File: src/sv/lesf_pkg.sv
// ----------------------------------------------------------------------------
// lesf_pkg
// Shared types and constants of the largest empty square finder.
// ----------------------------------------------------------------------------
package lesf_pkg;

   localparam int MAX_WIDTH  = 1024;
   localparam int MAX_HEIGHT = 1024;

   localparam int ADDR_W = $clog2(MAX_WIDTH);   // line buffer address
   localparam int CNT_W  = 11;                  // column / row counters, can hold the limit
   localparam int SIZE_W = 11;                  // square side
   localparam int POS_W  = 10;                  // corner coordinates
   localparam int CHAR_W = 8;

   // configuration register indexes
   typedef enum logic [1:0] {
      CSR_EMPTY_CHAR    = 2'd0,
      CSR_OBSTACLE_CHAR = 2'd1,
      CSR_ROWS_IN_MAP   = 2'd2
   } csr_index_type;

   typedef struct packed {
      logic              mode;
      logic [CHAR_W-1:0] cell_req;
   } req_data_type;

   typedef struct packed {
      logic [POS_W-1:0]  best_row;
      logic [POS_W-1:0]  best_col;
      logic [SIZE_W-1:0] best_size;
      logic              map_error;
   } rsp_data_type;

   // classified item, front to back
   typedef struct packed {
      logic is_eol;
      logic is_obstacle;
      logic is_foreign;
   } item_type;

   // map geometry seen by the back end
   typedef struct packed {
      logic [CNT_W-1:0] rows_target;
      logic             too_tall;
   } map_cfg_type;

   // item held in the execute stage of the back end
   typedef struct packed {
      logic             is_eol;
      logic             last;
      logic             map_err;
      logic             obstacle;
      logic             edge_cell;
      logic [POS_W-1:0] row;
      logic [POS_W-1:0] col;
   } exec_type;

endpackage

File: src/sv/lesf_front.sv
// ----------------------------------------------------------------------------
// lesf_front
// Configuration registers and classification of incoming map items.
// ----------------------------------------------------------------------------
module lesf_front import lesf_pkg::*; (
   input  logic              clock,
   input  logic              reset,
   input  logic              req_push,
   input  req_data_type      req_data,
   input  logic              q_full,
   input  logic              csr_we,
   input  logic [1:0]        csr_index,
   input  logic [CNT_W-1:0]  csr_wdata,
   output logic              q_push,
   output item_type          q_item,
   output map_cfg_type       map_cfg
);

   logic [CHAR_W-1:0] empty_char_ff;
   logic [CHAR_W-1:0] obstacle_char_ff;
   logic [CNT_W-1:0]  rows_ff;
   logic [CNT_W-1:0]  target;

   always_ff @(posedge clock) begin
      if (reset) begin
         empty_char_ff    <= CHAR_W'(46);
         obstacle_char_ff <= CHAR_W'(111);
         rows_ff          <= CNT_W'(1);
      end else if (csr_we) begin
         unique case (csr_index_type'(csr_index))
            CSR_EMPTY_CHAR:    empty_char_ff    <= csr_wdata[CHAR_W-1:0];
            CSR_OBSTACLE_CHAR: obstacle_char_ff <= csr_wdata[CHAR_W-1:0];
            CSR_ROWS_IN_MAP:   rows_ff          <= csr_wdata;
            default: ;
         endcase
      end
   end

   // a zero row count means one row
   assign target               = (rows_ff == '0) ? CNT_W'(1) : rows_ff;
   assign map_cfg.rows_target  = target;
   assign map_cfg.too_tall     = (32'(target) > MAX_HEIGHT);

   // obstacle wins when both codes are equal
   assign q_push             = req_push && !q_full;
   assign q_item.is_eol      = req_data.mode;
   assign q_item.is_obstacle = (req_data.cell_req == obstacle_char_ff);
   assign q_item.is_foreign  = (req_data.cell_req != obstacle_char_ff) &&
                               (req_data.cell_req != empty_char_ff);

endmodule

File: config.mk
export PLATFORM = sky130hd
export DESIGN_NAME = lesf_front
export DESIGN_NICKNAME = d
export VERILOG_FILES = /design/src/sv/lesf_pkg.sv /design/src/sv/lesf_front.sv
export SDC_FILE = /design/constraint.sdc
export NUM_CORES = 1
export LEC_CHECK = 0
export BUFFER_PORTS_ARGS = -buffer_cell sky130_fd_sc_hd__buf_2
export CORE_ASPECT_RATIO = 0.6
export CORE_MARGIN = 2
export CORE_UTILIZATION = 52
export CTS_CLUSTER_SIZE = 14
export DETAILED_ROUTE_END_ITERATION = 7
export PLACE_DENSITY_LB_ADDON = 0.05
export SYNTH_ARGS = -nofsm -noshare
export SYNTH_HDL_FRONTEND = slang
export SYNTH_SLANG_ARGS = --single-unit
File: constraint.sdc
create_clock -name clock -period 2.25 [get_ports clock]
set_clock_uncertainty 0.1 [all_clocks]
set_input_delay 0.1125 -clock clock [delete_from_list [all_inputs] [get_ports clock]]
set_output_delay 0.1125 -clock clock [all_outputs]
set_load 0.005 [all_outputs]
# Word level (Yosys, flattened, before mapping)
# Index checks and enable logic that the tools add are counted.
op_classes:
  magnitude_cmp: 1
  eq_ne: 5
  muxes: 1
  reduce_logical: 8
ops:
  columns: ["op", "count"]
  rows:
  - ["8-bit != test", 2]
  - ["11-bit > comparator (second input constant)", 1]
  - ["11-bit logical NOT", 1]
  - ["11-bit two-way mux", 1]
  - ["8-bit == test", 1]
  - ["2-bit AND reduction", 3]
  - ["2-bit by 1-bit == test with 1-bit output (second input constant)", 1]
  - ["2-bit == test (second input constant)", 1]
  - ["1-bit logical AND", 2]
  - ["2-bit logical NOT", 1]
  - ["1-bit logical NOT", 1]
word_totals:
  regBits: 27
  input_bits: 27
  output_inout_bits: 16
  elab_cells: 18

# Logic depth before layout (Yosys ltp)
depth:
  word_depth: 3
  depth_mapped: 4
  depth_no_buf: 3

# Worst setup path before layout
# OpenSTA, ideal clock, no wires.
synth_path:
  path_kind: "register to output"
  startpoint: "register rows_ff[8]"
  endpoint: "output map_cfg[0] in the netlist's numbering"
  t_arrival_ns: 0.828
  required_ns: 2.037
  setup_slack_ns: 1.210
  stages_incl_launch_ff: 4
  cell_sequence: "dfxtp_1 nor4_1 nand3_1 and2_1"
synth_lines:
  columns: ["item", "line", "text"]
  rows:
  - ["from (decl)", "lesf_front.sv:21", "logic [CNT_W-1:0] rows_ff;"]
  - ["from (signal assigned)", "lesf_front.sv:33", "CSR_ROWS_IN_MAP: rows_ff <= csr_wdata;"]
  - ["to (decl)", "lesf_front.sv:16", "output map_cfg_type map_cfg"]

==> impl_metrics.py <==
metrics = {
    "run_status": {
        "status": "complete, no violations",
    },
    "pwr": {
        "p_switching_uw": 221.8,
        "internal-power_uw": 699.1,
        "leakage_nw": 0.7426,
        "swShare_pct": 24.08,
        "pwr-share-seq_pct": 55.6,
        "combPwrFrac_pct": 15.4,
        "power_density_nw_per_um2": 590.7,
        "p_clk_share_pct": 29.0,
        "ir_worst_vdd_uv": 362.6,
    },
    "logic_synthesis": {
        "synth_common_cells": "dfxtp_1 (27), nor2_1 (17), nand2_1 (16), mux2i_1 (14), clkbuf_1 (13)",
        "synth_edf_count": 0,
        "synthArstFlopShare_pct": 0,
        "yosysUniqueCellTypes": 23,
        "yosys_warnings": 0,
        "yosysMostFrequentCell": "dfxtp_1",
        "synth_compound_area_share_pct": 5.534,
        "netlist_instances": 140,
        "yosys.area_share.simple_pct": 23.02,
        "synthTopCellsByArea": "dfxtp_1 (43%), mux2i_1 (11%), xnor2_1 (5.5%), xor2_1 (5.5%), nor2_1 (5.0%)",
        "avgSynthCellArea_sq_um": 9.044,
        "synth-adder-area-share_pct": 0,
        "synth_mux_area_share_pct": 11.07,
        "synth_fp_nets": 167,
        "synth_top_flop_cell": "dfxtp_1",
        "synth_top_family_by_area": "simple AND/OR/NAND/NOR gates",
        "syn_area_sq_um": 1266,
        "synth_seq_cells": 27,
        "synth_xor_area_share_pct": 11.07,
        "ys_seq_area_share_pct": 42.69,
        "yosysTopAreaCell": "dfxtp_1",
        "synth_top_area_share_pct": 42.69,
    },
    "critical_path": {
        "max_stage_delay_ns": 0.34,
        "required_ns": 2.04,
        "cp_max_fo": 3,
        "worst-r2r-setup-slack_ns": 1.31,
        "reg2reg_from": "empty_char_ff[5]",
        "crit_type": "reg -> out",
        "slowest_stage": "dfxtp_1",
        "cp-end-kind": "primary output",
        "start_kind": "flip-flop",
        "cp_data_arrival_time_ns": 1.39,
        "rr_worst_depth": 2,
        "r2r-end": "empty_char_ff[5]",
        "critPathBufInv": 1,
        "path_cells": "nor4_1, nand3_1, and2_1, buf_2",
        "critPathTopFamily": "simple AND/OR/NAND/NOR gates",
    },
    "clock_network": {
        "clkTransAtPathRegs_ns": 0.09,
        "clk_path_buf_depth": 2,
        "clk_latency_ns": 0.26,
        "cts.sinks": 27,
        "cts_resized": 0,
        "cts_made_buffers": 3,
        "cts_htree_levels": 1,
        "cts_root_buf": "clkbuf_8",
        "cts_tree": "built",
    },
    "sta": {
        "final.min_clock_period_ns": 1.602,
        "whs_ns": 0.006887,
        "slew_violations": 0,
        "rsz0062_at_grt": "no",
        "setup_viol": 0,
        "layout_setup_ws_ns": 0.6478,
        "worst_pin_slew_ns": 0.6828,
        "finalHoldViolations": 0,
        "timing.fmax_ghz": 0.6242,
        "maxSlewHeadroom_pct": 54.34,
        "tns_ns": 0,
        "period_share_pct": 71.21,
    },
    "place": {
        "dp_cells": 193,
        "gp_congestion": 0.7680,
        "dp_hpwl_microns": 2046,
        "io_buffers": 40,
        "dp_slack_ns": 0.7915,
        "dpl_cell_area_sq_um": 1424,
    },
    "global_routing": {
        "grt_usage_pct": 20.30,
        "grt_max_degree": 28,
        "grt_pass1_vias": 963,
        "antenna_found_initial": 0,
        "grt_overflow": 0,
        "grt_pass1_wl_microns": 4360,
    },
    "floorplan": {
        "pin_count": 43,
        "start_util_pct": 56.82,
        "die_h_microns": 42.23,
        "die_x_microns": 67.71,
        "core_area_sq_um": 2228,
        "die_area_sq_um": 2859,
        "rows": 13,
    },
    "routing": {
        "drc": 0,
        "drtAntennaViolNets": 0,
        "viasPerCell": 5.083,
        "wire_per_inst_microns": 13.19,
        "routed_wl_microns": 2718,
        "drtIter0Drc": 44,
        "num_vias": 1047,
        "drt-pass1-iter-count": 5,
    },
    "min_path": {
        "min_path_cells": 3,
        "min_from": "csr_wdata[4]",
        "hold_path_class": "in -> reg",
        "holdPathEnd": "obstacle_char_ff[4]",
    },
    "cells_and_area": {
        "areaGrowthSynthToFinish_pct": 23.12,
        "layout.cells.non_filler": 206,
        "design_area_sq_um": 1559,
        "antenna-diode-count": 0,
        "drive_above_1_share_pct": 25.00,
        "nets": 204,
    },
    "job": {
        "drv_cap": 0,
    },
}
layer usage:
layer | part of all wire (%) | global-route usage, % | routed length [microns]
met4 | 0.29 | 4.082 | 8
met2 | 45 | 32.35 | 1219
met1 | 50 | 27.36 | 1350
met3 | 5.2 | 5.645 | 140
met5 | 0 | 0 | 0
state kept, by name (all words and copies together), names as in the netlist:
name,flops
empty_char_ff,8
obstacle_char_ff,8
rows_ff,11
cell usage in the layout, fill, tap and decap left out, types with 8 or more instances in the layout:
master and instances:
buf_2 40, dfxtp_1 27, mux2i_1 14, xor2_1 8, nor2_1 17, xnor2_1 8, nand2_1 16, dlygate4sd3_1 9
nand3b_1 8
cell type report:
cell class              instances  area, sq um
clock buffers                   4        45.04
inverters                       1        3.754
repair buffers                 49        290.3
well taps                      30        37.54
fillers                       180        669.4
multi-input cells              95        641.9
flip-flops and latches         27        540.5
timing repair:
action | in CTS | in global routing
hold buffers | 9 | 0
buffers inserted | 0 | 0
hold endpoints to repair | 12 | 0
worst max path at each step:
stage                 start         end  slack [ns]  cells after the start
6_report         rows_ff[5]  map_cfg[0]        0.65                      4
5_1_grt          rows_ff[4]  map_cfg[0]        0.57                      4
4_1_cts          rows_ff[4]  map_cfg[0]        0.62                      4
3_5_place_dp   csr_index[0]  rows_ff[0]        0.79                      3
3_3_place_gp   csr_index[0]  rows_ff[0]        0.80                      3
2_1_floorplan    rows_ff[8]  map_cfg[0]        1.21                      3
metrics by stage:
stage               power (mW)  util [%]
global placement        0.6481     63.90
global route            0.9699     69.96
finish                  0.9209     69.96
floorplan               0.6026         -
CTS                     0.9319     69.96
detailed placement      0.6527     63.90
power by group through the flow:
stage	Combinational, mW	Clock, mW	Sequential [mW]
6_report	0.142	0.267	0.512
5_1_grt	0.157	0.299	0.514
4_1_cts	0.142	0.278	0.512
3_5_place_dp	0.130	0	0.523
3_3_place_gp	0.126	0	0.522
2_1_floorplan	0.0834	0	0.519
worst min-delay path, cell delays in order:
cell,delay [ns]
buf_2,0.12
nand2_1,0.06
a21oi_1,0.05
cells by family (layout without fill, tap and decap cells):
kind of cell | Yosys count | in the layout
flip-flops | 27 | 27
AO/OA/AOI/OAI | 9 | 9
AND/OR/NAND/NOR | 56 | 56
XOR/XNOR | 16 | 16
buffers and inverters | 18 | 54
multiplexers | 14 | 14
Power figures use the tool's default switching activity.
