$ cat config.mk
export PLATFORM = sky130hd
export DESIGN_NAME = lesf_queue
export DESIGN_NICKNAME = d
export VERILOG_FILES = /design/src/sv/lesf_pkg.sv /design/src/sv/lesf_queue.sv
export SDC_FILE = /design/constraint.sdc
export NUM_CORES = 1
export LEC_CHECK = 0
export BUFFER_PORTS_ARGS = -buffer_cell sky130_fd_sc_hd__buf_4
export CAP_MARGIN = 40
export CORE_ASPECT_RATIO = 0.7
export CORE_UTILIZATION = 40
export DETAILED_ROUTE_END_ITERATION = 10
export GPL_TIMING_DRIVEN = 0
export PLACE_DENSITY_LB_ADDON = 0.25
export SYNTH_ARGS = -nofsm -noshare
export SYNTH_HDL_FRONTEND = slang
export SYNTH_SLANG_ARGS = --single-unit
$ cat constraint.sdc
create_clock -name clock -period 1.9 [get_ports clock]
set_clock_uncertainty 0.05 [all_clocks]
set_input_delay 0.095 -clock clock [delete_from_list [all_inputs] [get_ports clock]]
set_output_delay 0.095 -clock clock [all_outputs]
set_load 0.005 [all_outputs]
$ cat src/sv/lesf_pkg.sv
// ----------------------------------------------------------------------------
// lesf_pkg
// Shared types and constants of the largest empty square finder.
// ----------------------------------------------------------------------------
package lesf_pkg;

   localparam int MAX_WIDTH  = 1024;
   localparam int MAX_HEIGHT = 1024;

   localparam int ADDR_W = $clog2(MAX_WIDTH);   // line buffer address
   localparam int CNT_W  = 11;                  // column / row counters, can hold the limit
   localparam int SIZE_W = 11;                  // square side
   localparam int POS_W  = 10;                  // corner coordinates
   localparam int CHAR_W = 8;

   // configuration register indexes
   typedef enum logic [1:0] {
      CSR_EMPTY_CHAR    = 2'd0,
      CSR_OBSTACLE_CHAR = 2'd1,
      CSR_ROWS_IN_MAP   = 2'd2
   } csr_index_type;

   typedef struct packed {
      logic              mode;
      logic [CHAR_W-1:0] cell_req;
   } req_data_type;

   typedef struct packed {
      logic [POS_W-1:0]  best_row;
      logic [POS_W-1:0]  best_col;
      logic [SIZE_W-1:0] best_size;
      logic              map_error;
   } rsp_data_type;

   // classified item, front to back
   typedef struct packed {
      logic is_eol;
      logic is_obstacle;
      logic is_foreign;
   } item_type;

   // map geometry seen by the back end
   typedef struct packed {
      logic [CNT_W-1:0] rows_target;
      logic             too_tall;
   } map_cfg_type;

   // item held in the execute stage of the back end
   typedef struct packed {
      logic             is_eol;
      logic             last;
      logic             map_err;
      logic             obstacle;
      logic             edge_cell;
      logic [POS_W-1:0] row;
      logic [POS_W-1:0] col;
   } exec_type;

endpackage

$ cat src/sv/lesf_queue.sv
// ----------------------------------------------------------------------------
// lesf_queue
// Four-entry queue of classified items between front and back.
// ----------------------------------------------------------------------------
module lesf_queue import lesf_pkg::*; (
   input  logic     clock,
   input  logic     reset,
   input  logic     push,
   input  item_type push_item,
   input  logic     pop,
   output logic     full,
   output logic     empty,
   output item_type head
);

   localparam int DEPTH = 4;
   localparam int PTR_W = $clog2(DEPTH);

   item_type           slot_ff [DEPTH];
   logic [PTR_W-1:0]   wr_ptr_ff;
   logic [PTR_W-1:0]   rd_ptr_ff;
   logic [PTR_W:0]     count_ff;
   logic               do_push;
   logic               do_pop;

   assign full    = (count_ff == (PTR_W+1)'(DEPTH));
   assign empty   = (count_ff == '0);
   assign head    = slot_ff[rd_ptr_ff];
   assign do_push = push && !full;
   assign do_pop  = pop && !empty;

   always_ff @(posedge clock) begin
      if (do_push) begin
         slot_ff[wr_ptr_ff] <= push_item;
      end
   end

   always_ff @(posedge clock) begin
      if (reset) begin
         wr_ptr_ff <= '0;
         rd_ptr_ff <= '0;
         count_ff  <= '0;
      end else begin
         if (do_push) wr_ptr_ff <= wr_ptr_ff + 1'b1;
         if (do_pop)  rd_ptr_ff <= rd_ptr_ff + 1'b1;
         if (do_push && !do_pop)      count_ff <= count_ff + 1'b1;
         else if (do_pop && !do_push) count_ff <= count_ff - 1'b1;
      end
   end

endmodule

**Yosys cells after proc, flatten, opt, wreduce, memory -nomap -nowiden**

Memory sizes are Yosys's and may differ from the RTL's. A register that Yosys moved wholly into a read port is not among the register bits.
Cells that the tools add are included.

- Equality and inequality tests: 1
- Add/sub/neg operators: 4
- Reductions and logical operators: 10
- Mux-type cells: 6

Operators with widths:

| kind | number |
|---|---|
| $mux 3 | 2 |
| $add 2x1->2 const B | 2 |
| $logic_and 1x1->1 | 4 |
| $logic_not 1->1 | 4 |
| $mux 2 | 2 |
| $add 3x1->3 const B | 1 |
| $eq 3x3->1 const B | 1 |
| $logic_not 3->1 | 1 |
| $sub 3x1->3 const B | 1 |
| $mux 1 | 2 |
| $reduce_bool 2->1 | 1 |

- Bits of input ports: 7
- Output and inout bits: 5
- Word-level logic and storage cells: 25
- Memory bits (writable): 12
- Memories: 1
- Bits in registers: 7

Memories:

| name | words | width | read ports | clocked after memory_dff | wr ports | line | source |
|---|---|---|---|---|---|---|---|
| slot_ff | 4 | 3 | 1 | 1 | 1 | lesf_queue.sv:19 | `item_type slot_ff [DEPTH];` |

**Depth between registers and ports, before layout**

Gate-level depths: netlist (run 1).

- Depth in word-level cells: 7
- Gate-level depth with buffers: 8
- Depth with buffers taken out: 8

**Least setup slack after synthesis (run 1)**

No wires, ideal clock.

- Path kind: flip-flop to flip-flop
- Start point: register count_ff[0]
- End point: register count_ff[2]
- Library setup time: 0.070 ns
- Arrival: 1.902 ns
- Stages on the path, launching flop included: 9
- Path slack: -0.122 ns
- Buffers on the path: 0
- Data required time: 1.780 ns
- Clock period less this slack: 2.022 ns
- Cell sequence: dfxtp_1 nor3b_4 nor2_2 ha_1 inv_1 fa_1 xor2_1 or3_1 a21oi_1

- Word-level cells in the longest chain between the ends: 6
- Elaborated cells between the ends (all ways): 15
- Those cells by class: 2 x add/sub; 1 x eq/ne; 2 x mux; 10 x reduce/logical

Ends and longest elaborated chain:

| element | line | source |
|---|---|---|
| start: declaration | lesf_queue.sv:22 | `logic [PTR_W:0] count_ff;` |
| start signal: assignment | lesf_queue.sv:46 | `if (do_push && !do_pop) count_ff <= count_ff + 1'b1;` |
| start signal: assignment | lesf_queue.sv:47 | `else if (do_pop && !do_push) count_ff <= count_ff - 1'b1;` |
| $eq 3x3->1 (*) | lesf_queue.sv:26 | `assign full = (count_ff == (PTR_W+1)'(DEPTH));` |
| net full | lesf_queue.sv:11 | `output logic full,` |
| $logic_not 1->1 (*) | lesf_queue.sv:29 | `assign do_push = push && !full;` |
| $logic_and 1x1->1 (*) | lesf_queue.sv:29 |  |
| net do_push | lesf_queue.sv:23 | `logic do_push;` |
| $logic_not 1->1 | lesf_queue.sv:47 |  |
| $logic_and 1x1->1 | lesf_queue.sv:47 |  |
| $reduce_bool 2->1 (no source line) | -- |  |

The timed path passes the listed nets; every way through them passes the cells marked *. The select of a mux whose other input is x is not followed.
A chain may end at the register's enable or synchronous reset.

**Worst setup path after layout (run 1)**

- Start point: register count_ff[2]
- End point: register count_ff[2]

- Word-level cells in the longest chain between the ends: 6
- Elaborated cells between the ends (all ways): 15
- Those cells by class: 2 x add/sub; 1 x eq/ne; 2 x mux; 10 x reduce/logical

Ends and longest elaborated chain:

| element |
|---|
| branches (longest 6 deep; another with $sub 3x1->3) |

Several ways; the timed one is not identified. The select of a mux whose other input is x is not followed.

==> results.txt, run 1 <==
Counting along the longest clock path gives a buffer depth of 2. The initial core utilization is 45.6%. Once routing completed, OpenROAD measured the worst setup slack at -10.4 ps. Net switching is 30.6% of the power.

The global-route wire length before repair is 2450 um. The post-route worst hold slack came out at 94.3 ps. The library cells used most frequently in the layout, excluding fill and tap cells, are 17 x sky130_fd_sc_hd__buf_4, 12 x sky130_fd_sc_hd__edfxtp_1, 6 x sky130_fd_sc_hd__dfxtp_1, 5 x sky130_fd_sc_hd__nor2_1. Setup repair after global routing could not meet its margin everywhere. The total standard cell area after synthesis came out at 905 um^2. The library cell used most frequently in the layout, excluding fill and tap cells, is sky130_fd_sc_hd__buf_4.

The fmax came out at 523 MHz. The pin slew with the least headroom to its limit came out at 403 ps. The proportion of power drawn by flip-flops and latches came out at 47.1%. The total wire length after detailed routing is 1490 um. The placeable core region is 1980 um^2. The worst path in the final design needs a cycle of 1910 ps, including I/O delays and setup. The iteration count of the initial detailed-routing pass is 2. Detailed placement ended at an HPWL of 1030 um. The logic gate share of total power came out at 37.5%. After the last flow step, the layout net total stands at 102.

The final reports fail on setup timing. The count of distinct cell types in the synthesized netlist is 21. CTS built an H-tree with a depth of 1. The power after layout came out at 1.40 mW. The DRC violation count after routing is 0. The class of the tightest hold or removal check is in2reg.

The post-place setup slack is -174 ps. The synthesized netlist cell count came out at 63. The clock buffer count from CTS is 3. The internal power consumption came out at 0.974 mW. The later-pin clock latency in the skew report is 310 ps. Dividing the detail-routed wire length by the instance count gives 12.6 um. 0 antenna diodes ended up in the layout. The post-route antenna net violation count is 0. The met1 track demand over resource in global routing is 19.0%. The via count of the first global-routing pass is 533. The total global-route track usage came out at 14.0%. The maximum fanout along the worst path is 6. After clock tree synthesis, the clock-pin slew on the worst setup and hold paths is 120 ps. The met2 layer usage reported by global route is 21.1%. The category of the most critical setup path is reg2reg. The total number of placement rows is 13. TritonCTS built the clock tree.

Excluding fillers, the count of instances in the completed layout stands at 118. The die width is 58.8 um. The number of warnings reported in the yosys synthesis log is 0. IR analysis of the VDD net gives a maximum drop of 0.473 mV.

Max-cap violations in this run came to 0. The clock root buffer master is sky130_fd_sc_hd__clkbuf_4. The run finished, with violations left. The total count of hold-check failures in the final report is 0. The instance count after placement with tap cells included came out at 103.

The die area is 2460 um^2. Power spread over the standard cell area amounts to 1190 nW/um^2. The synthesized design contains 21 register bits. The power share of the clock group is 15.3%. The register area share after synthesis came out at 59.8%. The area added between synthesis and finish came out at 30.7%. The net count of the mapped netlist came out at 76. The routability congestion estimate from global placement came out at 0.708. STA classifies the critical path endpoint as a flop. The arrival time of data at the critical path endpoint came out at 2100 ps.

The number of sinks driven by the clock tree is 21. After layout, the worst path uses 101% of the clock period. The average via count per standard cell came out at 4.53.

The headroom to the max-slew limit came out at 73.2%. For this design the total switching power over the nets is 0.428 mW. Walking the worst path, the cells encountered are o31ai_4, ha_4, inv_2, fa_2, xor2_1, or3_1, a21oi_2. The average instance area after synthesis is 14.4 um^2. For this run, global-route usage on met3 was measured as 5.61%. After global routing the overflow that remains totals 0. The longest individual stage delay on the worst path came out at 380 ps. In this run, the number of DRC markers left after iteration 0 of detailed routing was 8. The floorplan die height is 41.8 um. Of the cells placed in the final design, the portion with a size suffix greater than 1 is 40.9%.

The initial antenna violation count came out at 0. The pin count of the biggest net entering global routing came out at 13. The total number of vias came out at 534. In this run the static leakage power is 0.458 nW. The layer flagged by global routing as most heavily used is met2. The final number of setup-violating endpoints came out at 1. The kind of start point of the critical path is a flop. The standard cell with the maximum stage delay on the critical path is sky130_fd_sc_hd__dfxtp_4. The I/O pin total is 12.

The total count of max-transition violations in the final report was 0. During placement, the flow inserted port buffers numbering 10. The worst endpoint required time is 2090 ps.
-- synth_stat cells, drive strengths merged --
| cell | count | area (um^2) |
|---|---|---|
| a21oi | 2 | 10.0 |
| and2 | 4 | 25.0 |
| clkbuf | 1 | 3.75 |
| dfxtp | 9 | 180 |
| edfxtp | 12 | 360 |
| fa | 1 | 20.0 |
| ha | 5 | 62.6 |
| inv | 4 | 15.0 |
| mux2i | 2 | 20.0 |
| mux4 | 3 | 67.6 |
| nand2b | 2 | 12.5 |
| nor2 | 6 | 25.0 |
| nor3 | 1 | 5.00 |
| nor3b | 1 | 18.8 |
| o21ai | 2 | 10.0 |
| o311ai | 1 | 8.76 |
| o31ai | 1 | 12.5 |
| or3 | 2 | 12.5 |
| xor2 | 4 | 35.0 |
-- layout make-up --
class                   instances  area, um^2
clock inverters                 1        5.00
plain buffers                   1        3.75
inverters                       4        15.0
multi-input cells              37         378
well taps                      30        37.5
clock buffers                   3        22.5
repair buffers                 21         169
flip-flops and latches         21         552
fillers                       175         802
-- registers in the layout, summed over array words and instances, names as in the netlist, named ones only --
name / cells
slot_ff: 12
count_ff: 3
wr_ptr_ff: 2
rd_ptr_ff: 2
-- kinds of logic after synthesis --
logic type / Yosys count / share of synthesized area [%]
simple gates: 16 / 10.9
compound gates: 6 / 4.56
mux: 5 / 9.68
flops: 21 / 59.8
buf+inv: 5 / 2.07
fa+ha+maj: 6 / 9.13
xor+xnor: 4 / 3.87
-- per-stage QoR --
step / cell area (um^2) / setup TNS, ps / util (%)
global placement: 1030 / -131 / 51.7
floorplan: 913 / -15.2 / -
detailed placement: 1030 / -174 / 51.7
global route: 1180 / -137 / 59.6
CTS: 1150 / -38.3 / 57.9
finish: 1180 / -10.4 / 59.6
-- what timing repair did --
action                     CTS  global route
pin swaps                    3             3
gates cloned                 0             0
resized for setup            6             3
setup buffers                6             2
hold buffers                 3             0
hold endpoints to repair    12             0
setup endpoints to repair    1             2
-- routing by layer --
metal,routed length [um],vias up
met5,0,-
met4,19,0
met3,60,4
met2,644,9
met1,765,248
li1,-,273
-- path summary, 6_finish.rpt --
kind	start	endpoint	slack, ps	cells past startpoint
max	count_ff[2]	count_ff[2]	-10	7
max reg2reg	count_ff[2]	count_ff[2]	-10	7
min reg2reg	wr_ptr_ff[1]	wr_ptr_ff[1]	480	2
min	reset	count_ff[1]	90	2
-- critical path, delay by kind of cell (launching register included) --
kind	cells	cell delay, ps
compound gates	2	420
xor+xnor	1	150
fa+ha+maj	2	500
buf+inv	1	30
flops	1	380
simple gates	1	320
-- power groups by stage --
stage	Sequential, mW	Clock [mW]	Combinational (mW)
after floorplan	0.652	0	0.269
after global placement	0.671	0	0.379
after detailed placement	0.677	0	0.390
after CTS	0.659	0.221	0.485
after global routing	0.672	0.239	0.581
final	0.661	0.215	0.526
No activity file was read; power rests on OpenSTA's default activity.
==> run 2, diff against run 1 <==
--- a/config.mk
+++ b/config.mk
@@ -5,13 +5,14 @@
 export SDC_FILE = /design/constraint.sdc
 export NUM_CORES = 1
 export LEC_CHECK = 0
+export ABC_CLOCK_PERIOD_IN_PS = 1900
 export BUFFER_PORTS_ARGS = -buffer_cell sky130_fd_sc_hd__buf_4
 export CAP_MARGIN = 40
 export CORE_ASPECT_RATIO = 0.7
 export CORE_UTILIZATION = 40
 export DETAILED_ROUTE_END_ITERATION = 10
 export GPL_TIMING_DRIVEN = 0
-export PLACE_DENSITY_LB_ADDON = 0.25
+export PLACE_DENSITY = 0.65
 export SYNTH_ARGS = -nofsm -noshare
 export SYNTH_HDL_FRONTEND = slang
 export SYNTH_SLANG_ARGS = --single-unit
==> results.txt, run 2 (synthesis gave the netlist of run 1 again) <==
The layout net count was 101 (was 102). The post-route worst hold slack is 105 ps (was 94.3 ps). The final worst-path cycle share is 103% (was 101%).

The total count of hold-check failures in the final report was 0 (unchanged). The largest register by flop count was slot_ff (unchanged). The ratio of cells with drive above 1 in the final layout is 39.1% (was 40.9%). The average via count per standard cell came out at 4.75 (was 4.53).

The I/O pin total is 12 (unchanged). The max-capacitance violation count is 0 (unchanged). The clock buffer count from CTS is 3 (unchanged). The area added between synthesis and finish came to 28.1% (was 30.7%).

The final core utilization came out at 58.4% (was 59.6%). The TritonCTS clock tree is built (unchanged). The time the final worst path needs with I/O delays and setup was 1950 ps (was 1910 ps). The arrival time of data at the critical path endpoint is 2140 ps (was 2100 ps). The routability congestion estimate from global placement came out at 0.689 (was 0.708). The detailed-route wire length per cell is 12.6 um (about the same). The total wire length after detailed routing was 1470 um (was 1490 um). The post-route antenna net violation count is 0 (unchanged). The total number of vias is 556 (was 534). Registers with the most flip-flops: slot_ff (12), count_ff (3) (unchanged). The die width is 58.8 um (unchanged). The headroom to the max-slew limit is 73.1% (was 73.2%).

The count of buffers inserted at the top-level ports was 10 (unchanged). The initial antenna violation count came out at 0 (unchanged). The total global-route track usage came to 14.1% (was 14.0%). The flip-flop count of the largest register, all copies and words added is 12 (unchanged). The maximum fanout along the worst path came out at 5 (was 6). The total power per unit cell area came out at 1170 nW/um^2 (was 1190 nW/um^2). The clock-pin transition on the worst setup and hold timing paths came out at 110 ps (was 120 ps). Violations in the final reports: setup timing (unchanged). The clock root buffer master is sky130_fd_sc_hd__clkbuf_4 (unchanged). The kind of start point of the critical path is a flop (unchanged). The static leakage came out at 0.450 nW (was 0.458 nW). The half-perimeter wire length after detailed placement came out at 1080 um (was 1030 um). RSZ-0062 raised after global routing: true (unchanged).

The power after layout is 1.36 mW (was 1.40 mW). The total count of max-transition violations in the final report is 0 (unchanged). The total number of placement rows came to 13 (unchanged).

The category of the most critical setup path is reg2reg (unchanged). Critical path cell sequence: o31ai_4, ha_2, inv_1, fa_2, xor2_1, or3_1, a21oi_2 (was o31ai_4, ha_4, inv_2, fa_2, xor2_1, or3_1, a21oi_2). The worst endpoint required time is 2090 ps (about the same). The DRC violation count after routing came out at 0 (unchanged). The pin slew with the least headroom to its limit came out at 403 ps (about the same). The number of levels the H-tree was split into is 1 (unchanged). The pin count of the biggest net entering global routing is 13 (unchanged). The worst voltage drop across the vdd grid is 0.496 mV (was 0.473 mV). The count of inserted antenna diode cells came out at 0 (unchanged). The most common cell after layout, fill and taps aside is sky130_fd_sc_hd__buf_4 (unchanged). The initial core utilization is 45.6% (unchanged). The floorplan die height came out at 41.8 um (unchanged). The class of the tightest hold or removal check is in2reg (unchanged). The global-route congestion overflow total came out at 0 (unchanged).

The placeable core region is 1980 um^2 (unchanged). The longest individual stage delay on the worst path is 380 ps (about the same). The iteration count of the initial detailed-routing pass is 4 (was 2). The final number of setup-violating endpoints is 1 (unchanged). Most used cells in the layout excluding fill and tap cells: 17 x sky130_fd_sc_hd__buf_4, 12 x sky130_fd_sc_hd__edfxtp_1, 6 x sky130_fd_sc_hd__dfxtp_1, 5 x sky130_fd_sc_hd__nor2_1 (unchanged). The standard cell with the maximum stage delay on the critical path is sky130_fd_sc_hd__dfxtp_4 (unchanged). The sort of element at the end of the critical path is a flop (unchanged). The global-route wire length before repair came out at 2380 um (was 2450 um). The later-pin clock latency in the skew report came to 300 ps (was 310 ps). The final worst setup slack is -49.5 ps (was -10.4 ps). The number of sinks driven by the clock tree is 21 (unchanged). The largest buffer count on any clock path is 2 (unchanged). The fmax is 513 MHz (was 523 MHz). Status: complete, but fails checks (unchanged).

The die area is 2460 um^2 (unchanged). The detailed router's first-iteration violation count is 22 (was 8). The via count of the first global-routing pass came out at 493 (was 533).
-- run 2: changes by cell type in the layout (fill, tap and decap cells not counted) --
cell	previous run	this run
sky130_fd_sc_hd__inv_1	2	3
sky130_fd_sc_hd__dfxtp_4	3	2
sky130_fd_sc_hd__inv_2	2	1
sky130_fd_sc_hd__buf_6	1	0
sky130_fd_sc_hd__ha_4	1	0
sky130_fd_sc_hd__ha_2	0	1
sky130_fd_sc_hd__dfxtp_2	0	1
-- run 2: timing repair --
action	4_1_cts	5_1_grt
gates resized for setup	4	1
setup buffers	4	3
endpoints found under the setup margin	1	1
hold buffers	3	0
pin swaps	3	3
endpoints found under the hold margin	12	0
-- run 2: critical path: cells and delay by family (launching register included) --
family                   cells  cell delay (ps)
adder cells (fa/ha/maj)      2              540
AO/OA/AOI/OAI                2              390
flip-flops                   1              380
AND/OR/NAND/NOR              1              320
XOR/XNOR                     1              150
buffers and inverters        1               50
-- run 2: per-layer routing --
metal  routed length [um]  vias up  global-route usage, %
met5                    0        -                      0
met4                    7        0                   4.29
met3                   74        2                   7.48
met2                  656       12                   19.1
met1                  734      269                   19.4
li1                     -      273                      -
-- run 2: power breakdown --
group	switching (mW)	total [mW]	internal (mW)	leakage, nW
logic	0.199	0.491	0.292	0.247
registers	0.0863	0.660	0.574	0.186
clock network	0.130	0.208	0.0785	0.0177
total	0.415	1.36	0.944	0.450
-- run 2: layout make-up --
type                            instances  area [um^2]
Inverter                                4         15.0
Clock inverter                          1         5.00
Buffer                                  1         3.75
Multi-Input combinational cell         37          368
Clock buffer                            3         22.5
Tap cell                               30         37.5
Timing Repair Buffer                   20          158
Sequential cell                        21          549
Fill cell                             175          826
-- run 2: metrics by stage --
step           TNS, ps  instance area [um^2]  setup slack [ps]  cells
2_1_floorplan    -15.2                   913             -15.2     63
3_3_place_gp      -133                  1030              -133    103
3_5_place_dp      -164                  1030              -164    103
4_1_cts          -29.0                  1130             -29.0    114
5_1_grt           -209                  1160              -144    117
6_report         -49.5                  1160             -49.5    117
-- run 2: final timing paths --
check / slack, ps / depth (start not counted) / end / from
setup / recovery: -50 / 7 / count_ff[2] / count_ff[1]
hold / removal: 100 / 2 / count_ff[0] / reset
setup reg to reg: -50 / 7 / count_ff[2] / count_ff[1]
hold reg to reg: 480 / 2 / wr_ptr_ff[1] / wr_ptr_ff[1]
==> run 3, diff against run 2 <==
--- a/config.mk
+++ b/config.mk
@@ -6,7 +6,7 @@
 export NUM_CORES = 1
 export LEC_CHECK = 0
 export ABC_CLOCK_PERIOD_IN_PS = 1900
-export BUFFER_PORTS_ARGS = -buffer_cell sky130_fd_sc_hd__buf_4
+export BUFFER_PORTS_ARGS = -buffer_cell sky130_fd_sc_hd__buf_2
 export CAP_MARGIN = 40
 export CORE_ASPECT_RATIO = 0.7
 export CORE_UTILIZATION = 40
==> results.txt, run 3 (synthesis gave the netlist of run 1 again) <==
The pin slew with the least headroom to its limit is 386 ps (was 403 ps). The time the final worst path needs with I/O delays and setup came out at 1960 ps (was 1950 ps). The post-route antenna net violation count is 0 (unchanged).

The layout net count is 102 (was 101). The register-to-register path setup slack is -60 ps (was -50 ps). The iteration count of the initial detailed-routing pass was 4 (unchanged). The maximum fanout along the worst path was 4 (was 5). The headroom to the max-slew limit is 74.2% (was 73.1%). The initial core utilization is 45.6% (unchanged). The clock root buffer master is sky130_fd_sc_hd__clkbuf_4 (unchanged). The final core utilization came out at 57.8% (was 58.4%). The via count of the first global-routing pass came to 532 (was 493). The class of the tightest hold or removal check is in2reg (unchanged).

The post-place setup slack is -170 ps (was -164 ps). The total number of placement rows is 13 (unchanged). The fmax came out at 509 MHz (was 513 MHz). The end of the critical path is count_ff[2] (unchanged).

The count of inserted antenna diode cells came out at 0 (unchanged). The met2 layer usage reported by global route came out at 18.9% (was 19.1%). The global-route wire length before repair is 2450 um (was 2380 um).

The path depth of the worst reg2reg path is 7 (unchanged). The floorplan die height came out at 41.8 um (unchanged). The endpoint of the lowest-slack register-to-register path is count_ff[2] (unchanged).

The TritonCTS clock tree is built (unchanged). The ratio of cells with drive above 1 in the final layout came out at 38.6% (was 39.1%). The worst voltage drop across the vdd grid is 0.422 mV (was 0.496 mV). The power after layout is 1.36 mW (about the same). The met3 routing resource usage after global routing came out at 6.54% (was 7.48%). The total global-route track usage came to 13.9% (was 14.1%). The placeable core region is 1980 um^2 (unchanged). The area added between synthesis and finish came to 26.7% (was 28.1%).

The worst endpoint required time is 2090 ps (about the same). Status: complete, but fails checks (unchanged). The multi-input combinational cell area came to 374 um^2 (was 368 um^2).

The total wire length after detailed routing was 1490 um (was 1470 um). The total count of max-transition violations in the final report is 0 (unchanged). Most used cells in the layout excluding fill and tap cells: 12 x sky130_fd_sc_hd__edfxtp_1, 10 x sky130_fd_sc_hd__buf_2, 8 x sky130_fd_sc_hd__buf_4, 6 x sky130_fd_sc_hd__dfxtp_1, 5 x sky130_fd_sc_hd__nor2_1 (was 17 x sky130_fd_sc_hd__buf_4, 12 x sky130_fd_sc_hd__edfxtp_1, 6 x sky130_fd_sc_hd__dfxtp_1, 5 x sky130_fd_sc_hd__nor2_1).

The final worst setup slack is -63.8 ps (was -49.5 ps). The total power per unit cell area came to 1190 nW/um^2 (was 1170 nW/um^2). The largest register by flop count is slot_ff (unchanged).

The kind of start point of the critical path was a flop (unchanged). The launch point of the worst path was count_ff[0] (was count_ff[1]). The clock-pin transition on the worst setup and hold timing paths was 120 ps (was 110 ps). Violations in the final reports: setup timing (unchanged).

The max-capacitance violation count is 0 (unchanged). The later-pin clock latency in the skew report came out at 300 ps (about the same). The static leakage came to 0.446 nW (was 0.450 nW).

The initial antenna violation count is 0 (unchanged). The pin count of the biggest net entering global routing came out at 12 (was 13). The sort of element at the end of the critical path is a flop (unchanged).

The number of sinks driven by the clock tree came to 21 (unchanged). The category of the most critical setup path is reg2reg (unchanged). The final number of setup-violating endpoints is 1 (unchanged).

The half-perimeter wire length after detailed placement is 1040 um (was 1080 um). The die width came out at 58.8 um (unchanged). RSZ-0062 raised after global routing: true (unchanged). The I/O pin total came to 12 (unchanged). The detailed-route wire length per cell came out at 12.6 um (about the same). The arrival time of data at the critical path endpoint is 2150 ps (was 2140 ps).

The flip-flop count of the largest register, all copies and words added came to 12 (unchanged). The total number of vias came to 544 (was 556). The global-route congestion overflow total came out at 0 (unchanged). The die area came out at 2460 um^2 (unchanged). The launching point of the worst reg2reg path is count_ff[0] (was count_ff[1]). The count of buffers inserted at the top-level ports was 10 (unchanged). The largest buffer count on any clock path came to 2 (unchanged). The fill cell instance count of the final layout is 181 (was 175). The detailed router's first-iteration violation count came to 15 (was 22). The total count of hold-check failures in the final report is 0 (unchanged). The sequential cell area is 549 um^2 (unchanged). The most common cell after layout, fill and taps aside is sky130_fd_sc_hd__edfxtp_1 (was sky130_fd_sc_hd__buf_4). The DRC violation count after routing is 0 (unchanged). The met1 track demand over resource in global routing is 20.1% (was 19.4%).

The final worst-path cycle share is 103% (about the same). Registers with the most flip-flops: slot_ff (12), count_ff (3) (unchanged). The layer carrying the most global-route usage is met1 (unchanged).

The number of levels the H-tree was split into is 1 (unchanged). The clock buffer count from CTS came out at 3 (unchanged). The routability congestion estimate from global placement came out at 0.713 (was 0.689). The average via count per standard cell came out at 4.61 (was 4.75).
[run 3: changes by cell type in the layout (fill, tap and decap cells not counted), sizes merged]
cell / change
clkinv: -1
buf: +1
clkbuf: +1
[run 3: repair_timing]
action | 4_1_cts | 5_1_grt
resized for setup | 5 | 1
endpoints found under the hold margin | 12 | 0
cloned | 0 | 0
setup endpoints to repair | 1 | 2
pin swaps | 3 | 1
buffers inserted | 7 | 1
hold buffers | 3 | 0
[run 3: critical path, stage by stage, from the launching register on]
cell                      delay [ps]
sky130_fd_sc_hd__dfxtp_4         380
sky130_fd_sc_hd__o31ai_4         350
sky130_fd_sc_hd__ha_4            190
sky130_fd_sc_hd__inv_2            30
sky130_fd_sc_hd__fa_2            320
sky130_fd_sc_hd__xor2_1          150
sky130_fd_sc_hd__or3_1           310
sky130_fd_sc_hd__a21oi_1         120
[run 3: metrics by stage]
stage / area [um^2] / TNS, ps / instances / hold slack [ps]
floorplan: 913 / -15.2 / 63 / 144
global placement: 1000 / -135 / 103 / 268
detailed placement: 1000 / -170 / 103 / 262
CTS: 1130 / -48.6 / 117 / 94.6
global route: 1150 / -158 / 118 / 103
finish: 1150 / -63.8 / 118 / 91.5
[run 3: power by group]
group,leakage [nW],switching [mW],internal (mW)
logic,0.246,0.204,0.287
registers,0.186,0.0832,0.574
clock network,0.0150,0.136,0.0819
[run 3: cell type report]
cell class / count / share of cell area, %
plain buffers: 1 / 0.328
well taps: 30 / 3.28
repair buffers: 21 / 12.2
clock buffers: 4 / 2.29
multi-input cells: 37 / 32.6
flip-flops and latches: 21 / 47.9
inverters: 4 / 1.31
[run 3: how the worst min path moves through the flow]
stage / start / to / slack [ps] / cells after the start
after floorplan: push_item[0] / slot_ff[0][0] / 140 / 0
after global placement: push_item[1] / slot_ff[1][1] / 270 / 1
after detailed placement: push_item[1] / slot_ff[2][1] / 260 / 1
after CTS: reset / flop / 90 / 2
after global routing: reset / count_ff[1] / 100 / 2
final: reset / flop / 90 / 2
[run 3: layer usage]
layer,vias to the layer above,wire length [um]
met1,260,818
met2,8,604
met3,2,60
met5,-,0
li1,274,-
met4,0,9
